`src/sv/rtrlh_pkg.sv`:
```
// ----------------------------------------------------------------------------
// rtrlh_pkg
// Shared types, sizes and helper functions of the ready-to-run latency
// histogram monitor.
// ----------------------------------------------------------------------------
package rtrlh_pkg;

    // Ring of task slots; the depth must be a power of two.
    localparam int RING_DEPTH = 1024;
    localparam int SLOT_W     = $clog2(RING_DEPTH);

    // Histogram bins per path and the histogram memory covering both paths.
    localparam int BIN_COUNT  = 64;
    localparam int BIN_W      = $clog2(BIN_COUNT);
    localparam int HIST_DEPTH = 2 * BIN_COUNT;
    localparam int HIST_AW    = $clog2(HIST_DEPTH);

    // The clearing sweep after reset covers the larger of the two memories.
    localparam int CLR_DEPTH  = (RING_DEPTH > HIST_DEPTH) ? RING_DEPTH : HIST_DEPTH;
    localparam int CLR_W      = $clog2(CLR_DEPTH);

    localparam int TAG_W      = 16;
    localparam int DATA_W     = 64;

    // Request codes.
    localparam logic [1:0] REQ_READY    = 2'd0;
    localparam logic [1:0] REQ_RUNNABLE = 2'd1;
    localparam logic [1:0] REQ_READ     = 2'd2;

    typedef struct packed {
        logic                valid;
        logic [TAG_W-1:0]    tag;
        logic [DATA_W-1:0]   time_ns;
    } t_ring_entry;

    localparam int RING_W = $bits(t_ring_entry);

    // Statistics update request from the control FSM.
    typedef struct packed {
        logic                upd;
        logic                path;
        logic [DATA_W-1:0]   lat;
    } t_stat_upd;

    // Statistics of one path.
    typedef struct packed {
        logic [DATA_W-1:0]   count;
        logic [DATA_W-1:0]   sum;
        logic [DATA_W-1:0]   max;
    } t_path_stats;

    // Bit width of a 64-bit value: a leading-one search done per byte, then
    // a pick of the highest nonzero byte.
    function automatic logic [6:0] bit_width64(input logic [63:0] v);
        logic [3:0] lw [8];
        logic [6:0] w;
        for (int g = 0; g < 8; g++) begin
            lw[g] = 4'd0;
            for (int k = 0; k < 8; k++) begin
                if (v[g*8 + k]) begin
                    lw[g] = 4'(k + 1);
                end
            end
        end
        w = 7'd0;
        for (int g = 0; g < 8; g++) begin
            if (lw[g] != 4'd0) begin
                w = 7'(g * 8) + 7'(lw[g]);
            end
        end
        return w;
    endfunction

    // Histogram bin of a latency, saturated at the last bin.
    function automatic logic [BIN_W-1:0] bin_of(input logic [63:0] lat);
        logic [6:0] b;
        b = bit_width64(lat);
        if (32'(b) >= 32'(BIN_COUNT)) begin
            return BIN_W'(BIN_COUNT - 1);
        end
        return BIN_W'(b);
    endfunction

    // Histogram address of a path and bin.
    function automatic logic [HIST_AW-1:0] hist_addr(input logic path,
                                                     input logic [BIN_W-1:0] bin);
        return HIST_AW'(32'(path) * BIN_COUNT + 32'(bin));
    endfunction

endpackage

```
`src/sv/rtrlh_stats.sv`:
```
// ----------------------------------------------------------------------------
// rtrlh_stats
// Per-path sample count, latency sum and latency maximum, with a read mux
// for the path of the current transaction.
// ----------------------------------------------------------------------------
module rtrlh_stats (
    input  logic                 i_clk,
    input  logic                 i_rst_n,
    input  rtrlh_pkg::t_stat_upd i_upd,
    input  logic                 i_rd_path,
    output rtrlh_pkg::t_path_stats o_stats
);

    import rtrlh_pkg::*;

    logic [DATA_W-1:0] r_count [2];
    logic [DATA_W-1:0] r_sum   [2];
    logic [DATA_W-1:0] r_max   [2];

    always_ff @(posedge i_clk) begin
        if (!i_rst_n) begin
            for (int p = 0; p < 2; p++) begin
                r_count[p] <= '0;
                r_sum[p]   <= '0;
                r_max[p]   <= '0;
            end
        end else if (i_upd.upd) begin
            // Count and sum wrap modulo 2^64.
            r_count[i_upd.path] <= r_count[i_upd.path] + DATA_W'(1);
            r_sum[i_upd.path]   <= r_sum[i_upd.path] + i_upd.lat;
            if (i_upd.lat > r_max[i_upd.path]) begin
                r_max[i_upd.path] <= i_upd.lat;
            end
        end
    end

    assign o_stats.count = r_count[i_rd_path];
    assign o_stats.sum   = r_sum[i_rd_path];
    assign o_stats.max   = r_max[i_rd_path];

endmodule

```
`config.mk`:
```
export PLATFORM = sky130hd
export DESIGN_NAME = rtrlh_stats
export DESIGN_NICKNAME = d
export VERILOG_FILES = /design/src/sv/rtrlh_pkg.sv /design/src/sv/rtrlh_stats.sv
export SDC_FILE = /design/constraint.sdc
export NUM_CORES = 1
export LEC_CHECK = 0
export BUFFER_PORTS_ARGS = -buffer_cell sky130_fd_sc_hd__buf_4
export CAP_MARGIN = 20
export CORE_MARGIN = 3
export CORE_UTILIZATION = 65
export DETAILED_ROUTE_END_ITERATION = 8
export PLACE_DENSITY_LB_ADDON = 0.1
export RECOVER_POWER = 100
export SLEW_MARGIN = 20
export SYNTH_ARGS = -nofsm -noshare
export SYNTH_HDL_FRONTEND = slang
export SYNTH_SLANG_ARGS = --single-unit
```
`constraint.sdc`:
```
create_clock -name i_clk -period 17.7 [get_ports i_clk]
set_input_delay 0.885 -clock i_clk [delete_from_list [all_inputs] [get_ports i_clk]]
set_output_delay 0.885 -clock i_clk [all_outputs]
set_load 0.05 [all_outputs]
```
## After elaboration in Yosys (flattened, before gate mapping)

Memory sizes are Yosys's and may differ from the RTL's.
Cells that the tools add are included.

| cells by class | value |
|---|---|
| add/subtract/negate cells | 2 |
| magnitude comparators | 1 |
| muxes and demuxes | 17 |
| reductions and logical operators | 3 |

Operators with widths:

| operator | number |
|---|---|
| $mux 64 | 3 |
| $reduce_or 64->1 | 3 |
| $add 64x1->64 const B | 1 |
| $add 64x64->64 | 1 |
| $gt 64x64->1 | 1 |
| $mux 1 | 14 |

| word-level totals | value |
|---|---|
| register bits after elaboration | 0 |
| bits in writable memories | 384 |
| bits of input ports | 69 |
| output and inout bits | 192 |
| word-level logic and storage cells | 26 |
| memories | 3 |

Memory list:

| name | depth | width | read ports | clocked after memory_dff | write ports | RTL line | RTL |
|---|---|---|---|---|---|---|---|
| r_count | 2 | 64 | 2 | 0 | 2 | rtrlh_stats.sv:16 | `logic [DATA_W-1:0] r_count [2];` |
| r_max | 2 | 64 | 2 | 0 | 2 | rtrlh_stats.sv:18 | `logic [DATA_W-1:0] r_max [2];` |
| r_sum | 2 | 64 | 2 | 0 | 2 | rtrlh_stats.sv:17 | `logic [DATA_W-1:0] r_sum [2];` |

## Depth between registers and ports, before layout

An unclocked memory read counts as a cell.

| depth | value |
|---|---|
| depth in word-level cells | 8 |
| mapped depth | 21 |
| mapped depth without buffers | 13 |

## Worst setup path after synthesis

Ideal clock, no wire load.

| path | value |
|---|---|
| kind | input port to flip-flop |
| start | input i_upd[64] (netlist name) |
| end | memory r_max[0][0] (enable) |
| library setup time | 0.433 ns |
| arrival time | 5.900 ns |
| data required time | 17.267 ns |
| setup slack | 11.368 ns |
| stages on the path | 20 |
| path buffers | 9 |
| path through | buf_6 > buf_4 > buf_4 > buf_2 > buf_2 > clkbuf_1 > buf_1 > buf_2 > mux2i_1 > ha_1 > nand4_1 > nor2_1 > and3_1 > nand2_1 > nor3_1 > o31a_1 > o31ai_1 > a21oi_1 > clkbuf_1 > nand2b_1 |

RTL lines:

| element | RTL line | RTL |
|---|---|---|
| start: declaration | rtrlh_stats.sv:9 | `input rtrlh_pkg::t_stat_upd i_upd,` |
| end: declaration | rtrlh_stats.sv:18 |  |

==> results.yml <==
yosys:
  synthDistinctLibCells: 74
  syn-num-nets: 2495
  synthCells: 2297
  async_reset_ff_share_pct: 0
  synth.top_cells.by_area: "edfxtp_1 46%, mux2_2 12%, ha_1 6.4%"
  netlist_area_um2: 25140
  synth_top_flop_cell: "edfxtp_1"
  yosysTopAreaCell: "edfxtp_1"
  synth_top_area_share_pct: 45.88
  yosys_warnings: 0
  synth_seq_area_share_pct: 45.88
  ys_ff_latch: 384
  synth_edf_count: 384
  avgSynthCellArea_um2: 10.94
placement:
  gp_congestion: 0.9787
  pre_cts_ws_ns: 11.76
  dpl.hpwl_um: 46010
  placedInstanceArea_um2: 27410
  io_buffers: 260
  placed_cells: 2966
min_path:
  hold_path_class: "input port to register"
grt:
  grt_overflow: 0
  grt_pass1_wl_um: 104500
  grt_max_degree: 82
  antenna_found_initial: 5
  grt_pass1_vias: 19180
  grt.total_usage_pct: 31.99
drt:
  viasPerCell: 6.331
  vias: 19260
  wl_um: 67170
  firstDrtPassIters: 5
  ant_nets: 0
  route.detailed.drc: 0
  wl_per_cell_um: 22.08
  drtIter0Drc: 1769
cts:
  cts_root_buf: "clkbuf_16"
  cts_resized: 0
  cts_buffers: 42
  cts.htree.levels: 2
  clkLatencyLatePin_ns: 0.56
  clk_pin_slew_ns: 0.06
  cts_tree: "built"
  post_cts_buffers: 0
  hold_buffers: 0
  clock-sinks: 384
  cts_max_path_buffers: 3
final_layout:
  multi_input_area_um2: 13010
  layout_commonest_cell: "edfxtp_1"
  regArea_um2: 11530
  fin_area_um2: 28180
  layout_common_cells: "384 x edfxtp_1, 297 x nor2_1, 181 x mux2_2, 155 x buf_4"
  syn_to_final_growth_pct: 12.10
  drive_gt1_share_pct: 16.31
  fillCellCount: 2791
  finalNonFillerCells: 3042
  nets: 2697
power_and_ir_drop:
  power.density_nw_per_um2: 93.16
  peakVddDrop_mv: 0.08173
  p_leak_uw: 0.01109
worst_setup_path:
  worst_path_most_repeated_cell: "clkbuf_1"
  critPathLaunchType: "input port"
  cp.required_ns: 17.99
  cpPeakStageDelay_ns: 3.09
  crit_type: "input port to register"
  cp_slowest_cell: "clkbuf_1"
  critPathCaptureType: "register"
  cp_max_fo: 81
  critPathArrivalTime_ns: 11.32
  path_cells: "clkbuf_1, clkbuf_1, or2_4, clkbuf_1, nor3_1, nand2_1, o311a_1, o211ai_1"
outcome:
  status: "finished, violations left"
  violations: "capacitance limit, slew limit"
floorplan:
  core_area_um2: 37930
  rows: 71
  dieHeight_um: 202.6
  die_area_um2: 41070
  ioPinCount: 261
  die_w_um: 202.6
  start_util_pct: 66.26
timing:
  setup_slack_ns: 6.666
  finalHoldViolCount: 0
  worst_pin_slew_ns: 4.675
  period_share_pct: 62.34
  fmax_mhz: 90.63
  min_period_ns: 11.03
  maxSlewHeadroom_pct: -211.7
  maxSlewViolCount: 737
  tns_ns: 0
  rsz0062_at_grt: "false"
  finalSetupViolCount: 0
  finalClockSkew_ns: 0.01105
run:
  maxCapViolCount: 11
[layout make-up]
class	count	share of cell area (%)
Multi-Input combinational cell	1771	46.17
Sequential cell	384	40.93
Timing Repair Buffer	273	5.702
Clock buffer	53	3.952
Tap cell	511	2.269
Clock inverter	18	0.5773
Inverter	27	0.3597
Antenna cell	5	0.04441
[metrics by stage]
stage	power, µW	utilization (%)	hold slack [ns]
CTS	2642	75.63	0.6169
finish	2625	74.28	0.6406
floorplan	1608	-	0.5864
detailed placement	1804	72.27	0.6353
global placement	1789	72.27	0.6125
global route	2718	74.28	0.6329
[logic make-up after synthesis]
logic type	share of synthesized area, %
mux	15.76
fa+ha+maj	6.451
xor+xnor	4.321
simple gates	15.84
flops	45.88
buf+inv	2.325
compound gates	9.423
[Yosys cell counts (6+ instances only)]
| cell | count |
|---|---|
| mux2_2 | 262 |
| a21o_1 | 59 |
| nand2_1 | 119 |
| a31oi_1 | 11 |
| or3_1 | 8 |
| xor2_1 | 70 |
| nand3b_1 | 18 |
| ha_1 | 128 |
| a211oi_1 | 11 |
| xnor2_1 | 54 |
| o211ai_1 | 6 |
| and2_1 | 144 |
| nor2b_1 | 18 |
| a21boi_0 | 10 |
| buf_1 | 8 |
| a21oi_1 | 123 |
| o21ai_0 | 57 |
| clkbuf_1 | 90 |
| nand2b_1 | 16 |
| mux2i_1 | 101 |
| nor3_1 | 34 |
| nand3_1 | 37 |
| inv_1 | 27 |
| nand4_1 | 48 |
| buf_2 | 11 |
| nor2_1 | 296 |
| edfxtp_1 | 384 |
| o21bai_1 | 21 |
| and3_1 | 13 |
| o21a_1 | 12 |
| nor3b_1 | 8 |
[power by group]
part           internal [µW]  switching (µW)
sequential              1070            34.2
combinational            224             453
clock                    486             357
[sequential cells by signal, summed over array words and instances, names as in the netlist]
signal and count:
r_count 128, r_max 128, r_sum 128
[layer usage]
| layer | vias to the layer above | part of all wire [%] | GRT usage, % |
|---|---|---|---|
| met1 | 9466 | 43 | 45.63 |
| met2 | 791 | 46 | 50.48 |
| met5 | - | 0 | 0 |
| met4 | 0 | 3.0 | 11.21 |
| li1 | 8880 | - | - |
| met3 | 123 | 8.0 | 4.810 |
[final timing paths]
path                   from             end  slack, ns  depth (start not counted)
max reg2reg    r_max[1][47]    r_max[1][40]      12.63                         12
min               i_upd[18]    r_max[0][18]       0.64                          2
min reg2reg  r_count[1][30]  r_count[1][30]       0.65                          2
max               i_upd[64]    r_sum[0][55]       6.67                          8
[critical path, delay by kind of cell]
kind / cells / cell delay [ns]
and+or+nand+nor: 3 / 1.31
AOI/OAI and AO/OA: 2 / 0.30
buffers and inverters: 3 / 8.55
(Power assumes the default switching activity.)
